### src/sv/tcsgr_esc_ram.sv
`default_nettype none
module tcsgr_esc_ram #(
	parameter int DEPTH = 64,
	parameter int AW    = 6
) (
	input  wire logic          clk,
	input  wire logic          we,
	input  wire logic [AW-1:0] waddr,
	input  wire logic [7:0]    wdata,
	input  wire logic [AW-1:0] raddr,
	output logic      [7:0]    rdata
);
	logic [7:0] mem [DEPTH];
	logic [7:0] rdata_q;

	always_ff @(posedge clk) begin
		if (we) begin
			mem[waddr] <= wdata;
		end
		rdata_q <= mem[raddr];
	end

	assign rdata = rdata_q;
endmodule
`default_nettype wire

### config.mk
export PLATFORM = sky130hd
export DESIGN_NAME = tcsgr_esc_ram
export DESIGN_NICKNAME = d
export VERILOG_FILES = /design/src/sv/tcsgr_esc_ram.sv
export SDC_FILE = /design/constraint.sdc
export NUM_CORES = 1
export LEC_CHECK = 0
export ABC_AREA = 1
export BUFFER_PORTS_ARGS = -buffer_cell sky130_fd_sc_hd__buf_2
export CORE_MARGIN = 2
export CORE_UTILIZATION = 63
export DETAILED_ROUTE_END_ITERATION = 16
export PLACE_DENSITY = 0.79
export SETUP_SLACK_MARGIN = 0.5
export SLEW_MARGIN = 15
export SYNTH_ARGS = -nofsm -noshare
export SYNTH_HDL_FRONTEND = slang
export SYNTH_SLANG_ARGS = --single-unit
### constraint.sdc
create_clock -name clk -period 3.15 [get_ports clk]
set_input_delay 0.63 -clock clk [delete_from_list [all_inputs] [get_ports clk]]
set_output_delay 0.63 -clock clk [all_outputs]
set_load 0.03 [all_outputs]
# After elaboration in Yosys (flattened, before gate mapping)
# Memories as Yosys holds them, arrays and structs flattened. A register that Yosys moved wholly into a read port is not among the register bits.
# Cells that the tools add are included.
# totals
register_bits	0
mem_bits_rw	512
n_memories	1
# memory_table
memory	words	width	read_ports	rd_ports_with_merged_regs	write_ports	line_no	text
mem	64	8	1	1	1	13	logic [7:0] mem [DEPTH];
# op_classes
muxes	2
# op_table
cell	n
2-to-1 mux 1 bit	2

# Logic depth before layout (Yosys ltp)
# logic_depth
ltp_word	2
depth_mapped	12
ltp_nobuf	9

# Least setup slack after synthesis
# No wires, ideal clock.
# synth_path
path_type	input to register
startpoint	input we
endpoint	memory mem[48][0] (enable)
setup_time_ps	395
arrival_time_ps	2001
path_slack_ps	754
stages	3
n_path_buf	1
path_cell_list	clkbuf_1 nand4_1 nor4_1
# synth_via
elab_chain_len	2
# synth_rtl
item	line_no	text
start: declaration	7	input wire logic we,
2-to-1 mux 1 bit	17	if (we) begin
2-to-1 mux 1 bit (not written as such)	18	mem[waddr] <= wdata;
end: declaration	13	
# Every way passes these cells.

==> flow_summary.toml <==
[cells_and_area]
area_growth_syn_to_layout_pct = 11.0
regArea_sq_mm = 0.0155
drive_gt1_frac = 0.102
final_common_cell = "nand2_1"
diodes = 0
fill_cells = 2177
multi_input_area_sq_mm = 0.00495
layout.nets = 1885
final_cell_mix = "nand2_1, edfxtp_1, nand3_1"
finish.utilization = 0.708

[detailed_routing]
vias = 14500
dr.pass1.iters = 7
ant_nets = 0
wl_per_cell_um = 22.4
drt-initial-drc-count = 2123
totalWireLength_um = 52600
vias_per_cell = 6.19
route.detailed.drc = 0

[global_route]
grt_max_degree = 137
antenna_found_initial = 2
grt_overflow = 0
grt_use_total = 0.297
grt_pass1_wl_um = 79400
first_global_vias = 13900

[sta]
fin_crit_sh = 0.611
min_period_ps = 1930
fmax_mhz = 519
worst_pin_slew_ps = 850
slew_headroom = 0.433
setup_tns_ps = 0
drv_slew = 0
clock_skew_ps = 18.5
finalHoldViolations = 0
grt_setup_unrepaired = "no"
setup_viol = 0

[synth]
synth-simple-area-share = 0.232
ys.warnings.count = 0
synth_fp_nets = 1827
synthXorXnorAreaFrac = 0
seq_area_frac_synth = 0.728
synth_top_family_by_area = "simple AND/OR/NAND/NOR gates"
netlist_area_sq_mm = 0.0213
synthMuxAreaShare = 0
yosysUniqueCellTypes = 16
synth-compound-area-share = 0
syn_inst = 1805
synth_adder_area_share = 0
ys_seq_elements = 520
syn_area_per_cell_sq_um = 11.8

[power_and_ir_drop]
pwr-share-seq = 0.537
leakagePower_uw = 0.00866
peakVddDrop_v = 0.000472
pwr-share-clk = 0.397
p_sw_frac = 0.224
power_switching_uw = 3210
power_frac_comb = 0.066
power.total_uw = 14300
p_per_area_mw_per_mm2 = 604
p_int_uw = 11100

[critical_path]
arrival_ps = 2420
start_kind = "input pin"
timing.rr.start = "mem[59][6]"
worstPathRequired_ps = 3640
endpoint_kind = "flop"
crit_fanout = 55
worstSetupPathType = "input pin to flop"
critPathLaunch = "raddr[0]"

[floorplanning]
dieArea_sq_mm = 0.0354
core_area_sq_mm = 0.0334
dieWidth_um = 188
ios = 30
row_count = 67
die_h_um = 188
initial_utilization = 0.638

[worst_hold_path]
hold_path.class = "input pin to flop"
hold_start = "raddr[5]"

[cts]
post_cts_buffers = 0
ctsResizeCount = 0
cts.sinks = 520
cts_tree = "built"
htree_levels = 2
clk_pin_slew_ps = 70
root_buffer = "clkbuf_16"
cts_buffers = 49
clk_latency_ps = 570
cts_hold_buf = 0
cts.path.max_buffers = 3

[run_status]
status = "completed"

[place]
place.gp.congestion = 0.886
hpwl_um = 30500
port-buffer-count = 29

[run]
max-cap-violations = 0
-- path summary, 6_finish.rpt --
| check | end | slack [ps] | cells past startpoint |
|---|---|---|---|
| setup / recovery | rdata[6] | 1220 | 11 |
| hold / removal | rdata[3] | 470 | 3 |
| setup reg to reg | rdata[6] | 1740 | 8 |
| hold reg to reg | rdata[3] | 820 | 8 |
-- state kept, by name, indices dropped and copies added (netlist names) --
| register | cells |
|---|---|
| mem | 512 |
| rdata | 8 |
-- logic make-up after synthesis --
group,Yosys count
and+or+nand+nor,1160
DFF,520
buffers and inverters,125
-- final cells by class --
cell class | instances | share of cell area
repair buffers | 120 | 0.0443
inverters | 12 | 0.00222
clock buffers | 59 | 0.0534
multi-input cells | 1160 | 0.209
clock inverters | 32 | 0.0115
flip-flops and latches | 520 | 0.656
well taps | 448 | 0.0237
-- power groups by stage --
| stage | Combinational [uW] | Clock, uW | Sequential, uW |
|---|---|---|---|
| floorplan | 538 | 0 | 7840 |
| CTS | 928 | 5700 | 7680 |
| detailed placement | 920 | 0 | 7830 |
| global placement | 904 | 0 | 7830 |
| global route | 1010 | 5950 | 7680 |
| finish | 946 | 5670 | 7680 |
-- Yosys cell counts --
| master | count | share of area |
|---|---|---|
| nand4_1 | 9 | 0.0026 |
| nand2_1 | 648 | 0.11 |
| buf_2 | 37 | 0.0087 |
| nand3_1 | 439 | 0.10 |
| buf_1 | 10 | 0.0018 |
| buf_6 | 35 | 0.018 |
| inv_2 | 1 | 0.00018 |
| nor2_1 | 56 | 0.0099 |
| buf_8 | 2 | 0.0014 |
| nor4_1 | 8 | 0.0023 |
| inv_6 | 1 | 0.00041 |
| edfxtp_1 | 512 | 0.72 |
| inv_1 | 10 | 0.0018 |
| clkbuf_1 | 15 | 0.0026 |
| buf_4 | 14 | 0.0049 |
| dfxtp_1 | 8 | 0.0075 |
-- layer usage --
layer | vias up | routed length [um] | global-route usage
met5 | - | 26 | 0
met4 | 4 | 1850 | 0.106
met3 | 152 | 6400 | 0.0692
met2 | 972 | 24900 | 0.473
met1 | 6951 | 19400 | 0.408
li1 | 6467 | - | -
-- metrics by stage --
step                      hold WS (ps)  area (sq um)  setup WS [ps]  std cells
after floorplan                    722         21300            754       1805
after global placement             781         22100            725       2260
after detailed placement           799         22100            708       2260
after CTS                          449         23700           1260       2351
after global routing               467         23700           1160       2351
final                              470         23700           1220       2351
-- worst max-delay path, cell delays in order --
cell	delay (ps)
buf_6	110
inv_6	360
buf_12	300
nand2_1	90
nand3_1	90
nand3_1	90
nand2_1	90
nand2_1	60
nand3_1	180
nand3_1	180
nand2_1	150
(Power assumes the default switching activity.)
