<file path="config.mk">
export PLATFORM = sky130hd
export DESIGN_NAME = tcsgr_sgr_decode
export DESIGN_NICKNAME = d
export VERILOG_FILES = /design/src/sv/tcsgr_pkg.sv /design/src/sv/tcsgr_sgr_decode.sv
export SDC_FILE = /design/constraint.sdc
export NUM_CORES = 1
export LEC_CHECK = 0
export BUFFER_PORTS_ARGS = -buffer_cell sky130_fd_sc_hd__buf_2
export CORE_AREA = 2 2 54 56
export DETAILED_ROUTE_END_ITERATION = 10
export DIE_AREA = 0 0 56 58
export GPL_TIMING_DRIVEN = 0
export MAX_ROUTING_LAYER = met4
export PLACE_DENSITY_LB_ADDON = 0.25
export RECOVER_POWER = 25
export SYNTH_ARGS = -nofsm -noshare
export SYNTH_HDL_FRONTEND = slang
export SYNTH_SLANG_ARGS = --single-unit
export TNS_END_PERCENT = 50
</file>
<file path="constraint.sdc">
create_clock -name vclk -period 6.8
set_clock_uncertainty 0.15 [all_clocks]
set_input_delay 0.68 -clock vclk [all_inputs]
set_output_delay 0.68 -clock vclk [all_outputs]
set_load 0.02 [all_outputs]
</file>
<file path="src/sv/tcsgr_pkg.sv">
`default_nettype none
package tcsgr_pkg;

	localparam int DEF_COLUMNS = 80;
	localparam int DEF_ROWS    = 25;
	localparam int DEF_TAB     = 8;
	localparam int DEF_ESC     = 64;

	localparam logic [1:0] REQ_PUT   = 2'd0;
	localparam logic [1:0] REQ_ERASE = 2'd1;
	localparam logic [1:0] REQ_READ  = 2'd2;
	localparam logic [1:0] REQ_CLEAR = 2'd3;

	localparam logic [7:0] CH_LF    = 8'h0A;
	localparam logic [7:0] CH_CR    = 8'h0D;
	localparam logic [7:0] CH_TAB   = 8'h09;
	localparam logic [7:0] CH_ESC   = 8'h1B;
	localparam logic [7:0] CH_BS    = 8'h08;
	localparam logic [7:0] CH_DEL   = 8'h7F;
	localparam logic [7:0] CH_SPACE = 8'h20;
	localparam logic [7:0] CH_LBR   = 8'h5B;
	localparam logic [7:0] CH_M     = 8'h6D;
	localparam logic [7:0] CH_ZERO  = 8'h30;
	localparam logic [7:0] CH_ONE   = 8'h31;

	localparam logic [15:0] ATTR_DEFAULT = 16'h0700;
	localparam logic [15:0] ATTR_BRIGHT  = 16'h0800;
	localparam logic [15:0] FG_KEEP      = 16'hF8FF;
	localparam logic [15:0] BG_KEEP      = 16'h0FFF;

	typedef struct packed {
		logic [1:0] req_type;
		logic [7:0] char_code;
		logic       bypass_escape;
		logic       erase_twice;
		logic [4:0] query_row;
		logic [6:0] query_column;
	} req_t;

	typedef struct packed {
		logic [4:0]  cursor_row;
		logic [6:0]  cursor_column;
		logic [15:0] attribute_word;
		logic        escape_pending;
		logic [15:0] cell_value;
	} rsp_t;

	typedef struct packed {
		logic        valid;
		logic [15:0] attr;
	} sgr_res_t;

	function automatic logic [3:0] colour_map(input logic [2:0] idx);
		logic [3:0] v;
		unique case (idx)
			3'd0: v = 4'h0;
			3'd1: v = 4'h4;
			3'd2: v = 4'h2;
			3'd3: v = 4'hE;
			3'd4: v = 4'h1;
			3'd5: v = 4'h5;
			3'd6: v = 4'h3;
			default: v = 4'hF;
		endcase
		return v;
	endfunction

endpackage
`default_nettype wire

</file>
<file path="src/sv/tcsgr_sgr_decode.sv">
`default_nettype none
module tcsgr_sgr_decode #(
	parameter int CNT_W = 7
) (
	input  wire logic [CNT_W-1:0]       cnt,
	input  wire logic [7:0]             b1,
	input  wire logic [7:0]             b2,
	input  wire logic [7:0]             b3,
	input  wire logic [7:0]             b4,
	input  wire logic [15:0]            attr,
	output tcsgr_pkg::sgr_res_t         res
);
	import tcsgr_pkg::*;

	logic signed [13:0] op2;
	logic [13:0]        fg_i;
	logic [13:0]        bg_i;

	// two-digit value, bytes taken as arbitrary codes
	assign op2  = $signed({3'b000, b2, 3'b000}) + $signed({5'b00000, b2, 1'b0})
	            + $signed({6'b000000, b3}) - 14'sd528;
	assign fg_i = op2 - 14'sd30;
	assign bg_i = op2 - 14'sd40;

	always_comb begin
		res.valid = 1'b0;
		res.attr  = attr;
		if (cnt == CNT_W'(4) && b1 == CH_LBR && b3 == CH_M &&
		    (b2 == CH_ZERO || b2 == CH_ONE)) begin
			res.valid = 1'b1;
			res.attr  = (b2 == CH_ZERO) ? ATTR_DEFAULT : (attr | ATTR_BRIGHT);
		end else if (cnt == CNT_W'(5) && b1 == CH_LBR && b4 == CH_M) begin
			if (op2 >= 14'sd30 && op2 <= 14'sd37) begin
				res.valid = 1'b1;
				res.attr  = (attr & FG_KEEP) | {4'h0, colour_map(fg_i[2:0]), 8'h00};
			end else if (op2 >= 14'sd40 && op2 <= 14'sd47) begin
				res.valid = 1'b1;
				res.attr  = (attr & BG_KEEP) | {colour_map(bg_i[2:0]), 12'h000};
			end
		end
	end
endmodule
`default_nettype wire

</file>
# Word level (Yosys, flattened, before mapping)
# Cells that the tools add are included.
# totals
ff_bits	0
latch_bits	0
ramBits	0
romBits	0
input_bits	55
mem_count	0
# op_classes
add_sub_neg	5
mul	0
div	0
order_cmp	4
n_eq_ne	19
n_shift	0
muxes	14
bitwise	2
reduce_logical	10
# op_table
op	n
two-way mux 17 bit	4
one-hot mux 4 bit (7 select lines)	2
<= comparator 14 x 7 -> 1 bit (second input constant)	2
two-way mux 4 bit	7
equality test 8 x 7 -> 1 bit (second input constant)	3
equality test 3 bit (second input constant)	6
equality test 8 x 6 -> 1 bit (second input constant)	2
two-way mux 16 bit	1
OR 12 x 16 -> 16 bit	1
OR 16 x 12 -> 16 bit	1
equality test 7 x 3 -> 1 bit (second input constant)	2
>= comparator 14 x 6 -> 1 bit (second input constant)	1
>= comparator 14 x 7 -> 1 bit (second input constant)	1
subtractor 13 x 10 -> 14 bit (second input constant)	1
adder 12 x 8 -> 13 bit	1
adder 11 x 9 -> 12 bit	1
equality test 3 x 2 -> 1 bit (second input constant)	4
logical AND 1 bit	7
equality test 3 x 1 -> 1 bit (second input constant)	2
logical NOT 3 bit	2
subtractor 3 x 1 -> 3 bit (second input constant)	1
subtractor 3 x 2 -> 3 bit (second input constant)	1
logical OR 1 bit	1

# Logic depth before layout (Yosys ltp)
# Gate-level depths: netlist (run 1).
# depth
word_depth	15
ltp_mapped	13

# Worst setup path before layout (run 1)
# OpenSTA, ideal clock, no wires.
# synth_timing
path_kind	input to output
start	input port b2[0]
end	output port res[10] (netlist name)
t_arrival_ns	3.806
setup_slack_ns	2.164
path_stages	13
cell_sequence	inv_1 > fa_1 > inv_1 > ha_1 > ha_1 > inv_1 > fa_1 > nand2b_1 > a21oi_1 > o21ai_0 > a211oi_1 > o2111ai_2 > mux2i_1
# synth_rtl
item	line_no	rtl
from (decl)	tcsgr_sgr_decode.sv:7	input wire logic [7:0] b2,
to (decl)	tcsgr_sgr_decode.sv:11	output tcsgr_pkg::sgr_res_t res

==> impl_metrics.csv, run 1 <==
group,metric,value,unit
status,status,"completed",
cells_and_area,nFillCells,240,
clock_network,postCtsHoldBufs,0,
setup_path,crit_type,"input port to output port",
routing,met2WireLength,1580,um
timing,setup_ws,1.70,ns
global_routing,grt_max_degree,11,
logic_synthesis,synth_top_family_by_area,"adder cells",
cells_and_area,drive_above_1_share,33.1,%
logic_synthesis,netlist_instances,164,
floorplan,io_pins,72,
floorplan,die_area,3250,um^2
timing,period_needed,5.10,ns
power,sequentialPowerShare,0,%
logic_synthesis,synthMuxAreaShare,5.88,%
cells_and_area,syn2layout_area_growth,30.9,%
routing,routedWlPerCell,11.4,um
timing,setup-tns-final,0,ns
setup_path,worstSetupEndpointType,"output port",
power,leakagePower,0.918,nW
global_routing,grt_overflow,0,
floorplan,start_util,48.0,%
clock_network,postCtsResizedCells,0,
logic_synthesis,ys_seq_area_share,0,%
power,power_density,91.8,nW/um^2
cells_and_area,nClkBuffers,0,
setup_path,cp_max_fo,4,
cells_and_area,layout.cells.most_common,"buf_2",
routing,wl_met1,1340,um
timing,rsz0062_at_grt,"no",
cells_and_area,diodes,0,
logic_synthesis,netlist_area,1280,um^2
placed_design,hpwl,2820,um
global_routing,grt_pass1_wl,5130,um
job,cap_violations,0,
setup_path,cp.arrival,4.27,ns
cells_and_area,layout_common_cells,"buf_2, inv_1, ha_1",
power,clockPowerShare,0,%
placed_design,place_ws,1.71,ns
floorplan,rows,19,
routing,routed_wl,3060,um
routing,via_per_inst,5.22,
timing,finalHoldViolCount,0,
timing,setup_viol,0,
routing,ant_nets,0,
power,p_int,64.7,uW
placed_design,gp_congestion,0.832,
timing,max_freq,196,MHz
setup_path,required,5.97,ns
routing,top_layer_used,"met4",
routing,route.detailed.drc,0,
cells_and_area,finalNetCount,321,
routing,vias,1393,
clock_network,postCtsSetupBuffers,0,
global_routing,antenna_found_initial,0,
logic_synthesis,synth_xor_area_share,1.37,%
timing,period_share,75.0,%
routing,drtIter0Drc,22,
global_routing,track_usage,19.3,%
logic_synthesis,synth_compound_area_share,22.9,%
timing,relSlewSlack,50.2,%
power,power.share.switching,57.9,%
power,power_switching,88.7,uW
logic_synthesis,syn_area_per_cell,7.79,um^2
logic_synthesis,ys_types,44,
cells_and_area,design.seq.count,0,
setup_path,cp-start-kind,"input port",
timing,drv_slew,0,
logic_synthesis,synth-simple-area-share,28.8,%
timing,worst_slew_pin_slew,0.742,ns
cells_and_area,final-seq-area,0,um^2
logic_synthesis,syn_nets,247,
placed_design,port_buffers,72,
logic_synthesis,synthAdderAreaFrac,31.0,%
global_routing,grt_pass1_vias,1343,
timing,whs,1.54,ns
floorplan,die_w,56,um
floorplan,core-area,2660,um^2
power,p_comb_share,100.0,%
floorplan,chipHeight,58,um
hold_path,hold_class,"input port to output port",
routing,wl_met3,118,um
logic_synthesis,yosys_warnings,0,
routing,drt_first_pass_iters,4,
power,irDropWorstVdd,0.0707,mV
synth_stat cells (2+ instances only):
master    number  share of area [%]
ha_1          22                 22
inv_1         33                9.7
nand3_1        6                2.4
nor3b_1        2                1.2
nand2b_1       5                2.4
nand2_1        2               0.59
nand4_1        3                1.5
a221oi_1       2                1.4
fa_1           6                9.4
nor2_1         8                2.4
a21oi_1       10                3.9
a21o_1         4                2.4
and3_1         2               0.98
and4_1         3                2.1
nor4_1         2               0.98
o21ai_0        8                3.1
nor4bb_1       2                1.6
mux2i_1        6                4.7
nor2b_1       13                6.4
worst paths after layout:
check     from      end  slack, ns  cells after the start
max      b2[0]  res[14]       1.70                     15
min    attr[6]   res[6]       1.54                      3
kinds of logic after synthesis:
logic type      count (synthesis)
xor+xnor                        2
fa+ha+maj                      28
compound gates                 36
buf+inv                        34
simple gates                   57
mux                             7
metrics by stage:
step	cells	power [mW]	cell area [um^2]	util (%)
final	267	0.153	1670	62.8
after detailed placement	267	0.153	1680	63.0
after global placement	267	0.151	1680	63.0
after CTS	267	0.154	1680	63.0
after floorplan	164	0.112	1280	-
after global routing	267	0.174	1670	62.8
power by group through the flow:
stage	clock network (mW)	logic [mW]	registers, mW
after floorplan	0	0.112	0
after global placement	0	0.151	0
after detailed placement	0	0.153	0
after CTS	0	0.154	0
after global routing	0	0.174	0
final	0	0.153	0
worst max-delay path, stage by stage:
cell	delay, ns
buf_2	0.11
inv_1	0.06
fa_1	0.53
inv_1	0.04
ha_1	0.27
ha_1	0.18
inv_1	0.06
fa_1	0.42
nand2b_1	0.21
a21oi_1	0.21
o21ai_0	0.13
a211oi_1	0.64
o2111ai_4	0.23
mux2_4	0.33
buf_2	0.16
per-layer routing:
metal,vias to the layer above,track usage (%)
met3,2,0.223
met2,40,38.5
met1,618,22.6
li1,733,-
met5,-,-
met4,0,1.02
cell type report:
type / instances / area (um^2) / share of cell area, %
repair buffers: 72 / 357 / 21.3
plain buffers: 1 / 3.75 / 0.225
inverters: 33 / 124 / 7.41
multi-input cells: 130 / 1150 / 68.7
well taps: 31 / 38.8 / 2.32
Note: power is estimated with default switching activity, not from simulation.
==> inputs of run 2 (changes only) <==
--- a/config.mk
+++ b/config.mk
@@ -6,9 +6,9 @@
 export NUM_CORES = 1
 export LEC_CHECK = 0
 export BUFFER_PORTS_ARGS = -buffer_cell sky130_fd_sc_hd__buf_2
-export CORE_AREA = 2 2 54 56
+export CORE_AREA = 2 2 56 58
 export DETAILED_ROUTE_END_ITERATION = 10
-export DIE_AREA = 0 0 56 58
+export DIE_AREA = 0 0 58 60
 export GPL_TIMING_DRIVEN = 0
 export MAX_ROUTING_LAYER = met4
 export PLACE_DENSITY_LB_ADDON = 0.25
==> constraint.sdc (replaced) <==
create_clock -name vclk -period 5.3
set_clock_uncertainty 0.15 [all_clocks]
set_input_delay 0.53 -clock vclk [all_inputs]
set_output_delay 0.53 -clock vclk [all_outputs]
set_load 0.02 [all_outputs]
==> run 2 against run 1 <==
  * Final cell count grew 0.75%
  * Wire length fell by 0.52%
  * Worst hold slack worse by 0.30 ns
  * Total power rose by 29%
  * Sequential share of layout area is the same
  * Via count up 2.1%
  * Final area is 0.15% higher
  * Critical endpoint unchanged
  * Highest routed layer unchanged
==> impl_metrics.csv, run 2 (synthesis results as in run 1) <==
group,metric,value,unit
status,status,"completed",
setup_path,cp-start-kind,"input port",
timing,drv_slew,0,
timing,setup_viol,0,
cells_and_area,final-seq-area,0,um^2
job,cap_violations,0,
floorplan,start_util,44.0,%
floorplan,die_w,58,um
global_routing,grt_overflow,0,
routing,routed_wl,3040,um
setup_path,critPathTopFamily,"adder cells",
setup_path,required,4.62,ns
routing,routedWlPerCell,11.3,um
floorplan,chipHeight,60,um
power,irDropWorstVdd,0.0875,mV
clock_network,postCtsHoldBufs,0,
cells_and_area,nFillCells,293,
clock_network,postCtsResizedCells,0,
floorplan,io_pins,72,
timing,max_freq,209,MHz
routing,vias,1422,
clock_network,postCtsSetupBuffers,0,
timing,relSlewSlack,52.0,%
timing,period_share,90.4,%
floorplan,core-area,2900,um^2
routing,route.detailed.drc,0,
timing,period_needed,4.79,ns
cells_and_area,layout_common_cells,"buf_2, inv_1, ha_1",
cells_and_area,design.seq.count,0,
hold_path,min_path_cells,3,
setup_path,cp_common_cell,"inv_1",
global_routing,antenna_found_initial,0,
setup_path,path_cells,"buf_2 -> inv_1 -> fa_1 -> inv_1 -> ha_1 -> ha_1 -> inv_1 -> fa_1 -> nand2b_1 -> a21oi_1 -> o21ai_0 -> a211oi_1 -> o2111ai_4 -> mux2_4 -> buf_2",
global_routing,grt_pass1_wl,5090,um
floorplan,rows,20,
power,power_density,118,nW/um^2
setup_path,cp_max_fo,4,
placed_design,hpwl,2800,um
cells_and_area,drive_above_1_share,33.1,%
setup_path,max_stage_delay,0.62,ns
setup_path,worstSetupEndpointType,"output port",
timing,finalHoldViolCount,0,
placed_design,dpl.cell_count,269,
routing,drt_first_pass_iters,4,
global_routing,grt_pass1_vias,1325,
cells_and_area,fin_cells,269,
power,leakagePower,0.918,nW
timing,worst_slew_pin_slew,0.716,ns
setup_path,worst-path-stages,15,
cells_and_area,syn2layout_area_growth,31.0,%
timing,setup-tns-final,0,ns
setup_path,slowest_stage,"a211oi_1",
routing,drtIter0Drc,23,
setup_path,crit_buf_inv,5,
cells_and_area,multiInputGateArea,1150,um^2
cells_and_area,finalNetCount,321,
floorplan,die_area,3480,um^2
routing,via_per_inst,5.29,
timing,rsz0062_at_grt,"no",
cells_and_area,layout.cells.most_common,"buf_2",
routing,ant_nets,0,
global_routing,grt_max_degree,11,
setup_path,cp.arrival,4.11,ns
setup_path,crit_type,"input port to output port",
placed_design,gp_congestion,0.846,
placed_design,port_buffers,72,
global_routing,track_usage,18.4,%
cells_and_area,nClkBuffers,0,
hold_path,hold_class,"input port to output port",
cells_and_area,diodes,0,
==> run 2: cell type report <==
class	count	share of cell area, %
plain buffers	1	0.224
inverters	33	7.40
multi-input cells	130	68.6
well taps	33	2.47
repair buffers	72	21.3
==> run 2: power breakdown <==
group	total, mW	internal (mW)	switching (mW)
clock network	0	0	0
logic	0.198	0.0830	0.115
registers	0	0	0
total	0.198	0.0830	0.115
==> run 2: per-layer routing <==
metal	global-route usage [%]	share of wire (%)
met4	1.66	0.66
met1	21.9	42
met3	0.433	5.3
met2	35.6	52
met5	-	0
==> run 2: through the flow <==
stage | setup WS, ns | total power [mW] | hold slack (ns) | util (%) | cell area, um^2
4_1_cts | 0.495 | 0.199 | 1.24 | 57.8 | 1680
3_5_place_dp | 0.503 | 0.198 | 1.24 | 57.8 | 1680
3_3_place_gp | 0.541 | 0.195 | 1.24 | 57.8 | 1680
2_1_floorplan | 0.964 | 0.144 | 1.07 | - | 1280
6_report | 0.510 | 0.198 | 1.24 | 57.7 | 1670
5_1_grt | 0.190 | 0.226 | 1.27 | 57.7 | 1670
==> run 2: final timing paths <==
| path | start | to |
|---|---|---|
| max | b2[0] | res[14] |
| min | attr[6] | res[6] |
==> inputs of run 3 (changes only) <==
==> constraint.sdc (replaced) <==
create_clock -name vclk -period 4.71
set_clock_uncertainty 0.15 [all_clocks]
set_input_delay 0.471 -clock vclk [all_inputs]
set_output_delay 0.471 -clock vclk [all_outputs]
set_load 0.02 [all_outputs]
==> run 3 against run 2 <==
  * Setup slack lost 0.31 ns
  * Critical path depth is the same
  * Critical endpoint unchanged
  * Via count shrank 0.14%
  * Flip-flop and latch count is the same
  * Final cell count is the same
  * Global-route usage is the same
==> impl_metrics.csv, run 3 (synthesis results as in run 1) <==
group,metric,value,unit
status,status,"completed",
timing,drv_slew,0,
floorplan,rows,20,
placed_design,port_buffers,72,
routing,drtIter0Drc,17,
hold_path,hold_class,"input port to output port",
setup_path,required,4.09,ns
job,cap_violations,0,
floorplan,io_pins,72,
floorplan,start_util,44.0,%
routing,ant_nets,0,
power,leakagePower,0.932,nW
placed_design,place_ws,0.0307,ns
setup_path,worstSetupEndpointType,"output port",
placed_design,dpl.cell_count,269,
power,power_density,135,nW/um^2
setup_path,cp-start-kind,"input port",
cells_and_area,layout_common_cells,"buf_2, inv_1, ha_1",
cells_and_area,diodes,0,
routing,via_per_inst,5.28,
cells_and_area,syn2layout_area_growth,32.8,%
global_routing,track_usage,18.4,%
cells_and_area,drive_above_1_share,34.7,%
cells_and_area,fin_cells,269,
setup_path,crit_type,"input port to output port",
timing,period_share,95.7,%
timing,worst_slew_pin_slew,0.658,ns
floorplan,core-area,2900,um^2
cells_and_area,final-seq-area,0,um^2
global_routing,grt_overflow,0,
timing,setup_ws,0.202,ns
timing,max_freq,222,MHz
routing,drt_first_pass_iters,4,
floorplan,die_w,58,um
timing,setup-tns-final,0,ns
global_routing,grt_max_degree,11,
global_routing,grt_pass1_vias,1325,
routing,routed_wl,3070,um
placed_design,hpwl,2800,um
cells_and_area,layout.cells.most_common,"buf_2",
setup_path,cp_max_fo,4,
cells_and_area,nFillCells,293,
power,irDropWorstVdd,0.0993,mV
floorplan,chipHeight,60,um
routing,vias,1420,
timing,finalHoldViolCount,0,
timing,rsz0062_at_grt,"no",
clock_network,postCtsResizedCells,0,
cells_and_area,finalCoreUtilization,58.4,%
timing,period_needed,4.51,ns
power,power.total,230,uW
clock_network,postCtsHoldBufs,0,
floorplan,die_area,3480,um^2
clock_network,postCtsSetupBuffers,0,
global_routing,grt_pass1_wl,5090,um
timing,relSlewSlack,55.7,%
setup_path,cp.arrival,3.89,ns
cells_and_area,design.seq.count,0,
placed_design,gp_congestion,0.846,
routing,routedWlPerCell,11.4,um
global_routing,antenna_found_initial,0,
routing,route.detailed.drc,0,
cells_and_area,finalNetCount,321,
timing,setup_viol,0,
cells_and_area,nClkBuffers,0,
run 3: cell counts in the layout (fill, tap and decap cells not counted):
No cell type changed its count.
run 3: final timing paths:
check	cells after the start	slack [ns]	endpoint	start
hold / removal	3	1.12	res[6]	attr[6]
setup / recovery	15	0.20	res[14]	b2[0]
run 3: area by class of cell:
type	count	area, um^2	area share, %
multi-input cells	130	1170	69.0
repair buffers	72	357	21.0
inverters	33	124	7.30
well taps	33	41.3	2.43
plain buffers	1	3.75	0.221
run 3: metrics by stage:
| step | cell area [um^2] | hold WS, ns |
|---|---|---|
| after global routing | 1700 | 1.15 |
| after global placement | 1680 | 1.12 |
| final | 1700 | 1.12 |
| after floorplan | 1280 | 0.952 |
| after CTS | 1680 | 1.13 |
| after detailed placement | 1680 | 1.13 |
run 3: critical path, cell delays in order:
cell       delay [ns]
buf_2            0.11
inv_1            0.06
fa_1             0.52
inv_1            0.04
ha_1             0.27
ha_1             0.19
inv_1            0.06
fa_2             0.36
nand2b_4         0.16
a221oi_1         0.24
o211ai_1         0.26
a221oi_4         0.42
o2111ai_4        0.22
mux2_4           0.33
buf_2            0.16
run 3: layer usage:
metal  vias to the layer above  part of all wire, %  global-route usage, %
met1                       648                   42                   21.9
met4                         0                    0                   1.66
met5                         -                    0                      -
li1                        731                    -                      -
met2                        41                   53                   35.6
met3                         0                  5.1                  0.433
run 3: power breakdown:
group / internal, mW / switching (mW) / leakage, nW
Sequential: 0 / 0 / 0
Clock: 0 / 0 / 0
Combinational: 0.0961 / 0.133 / 0.932
Total: 0.0961 / 0.133 / 0.932
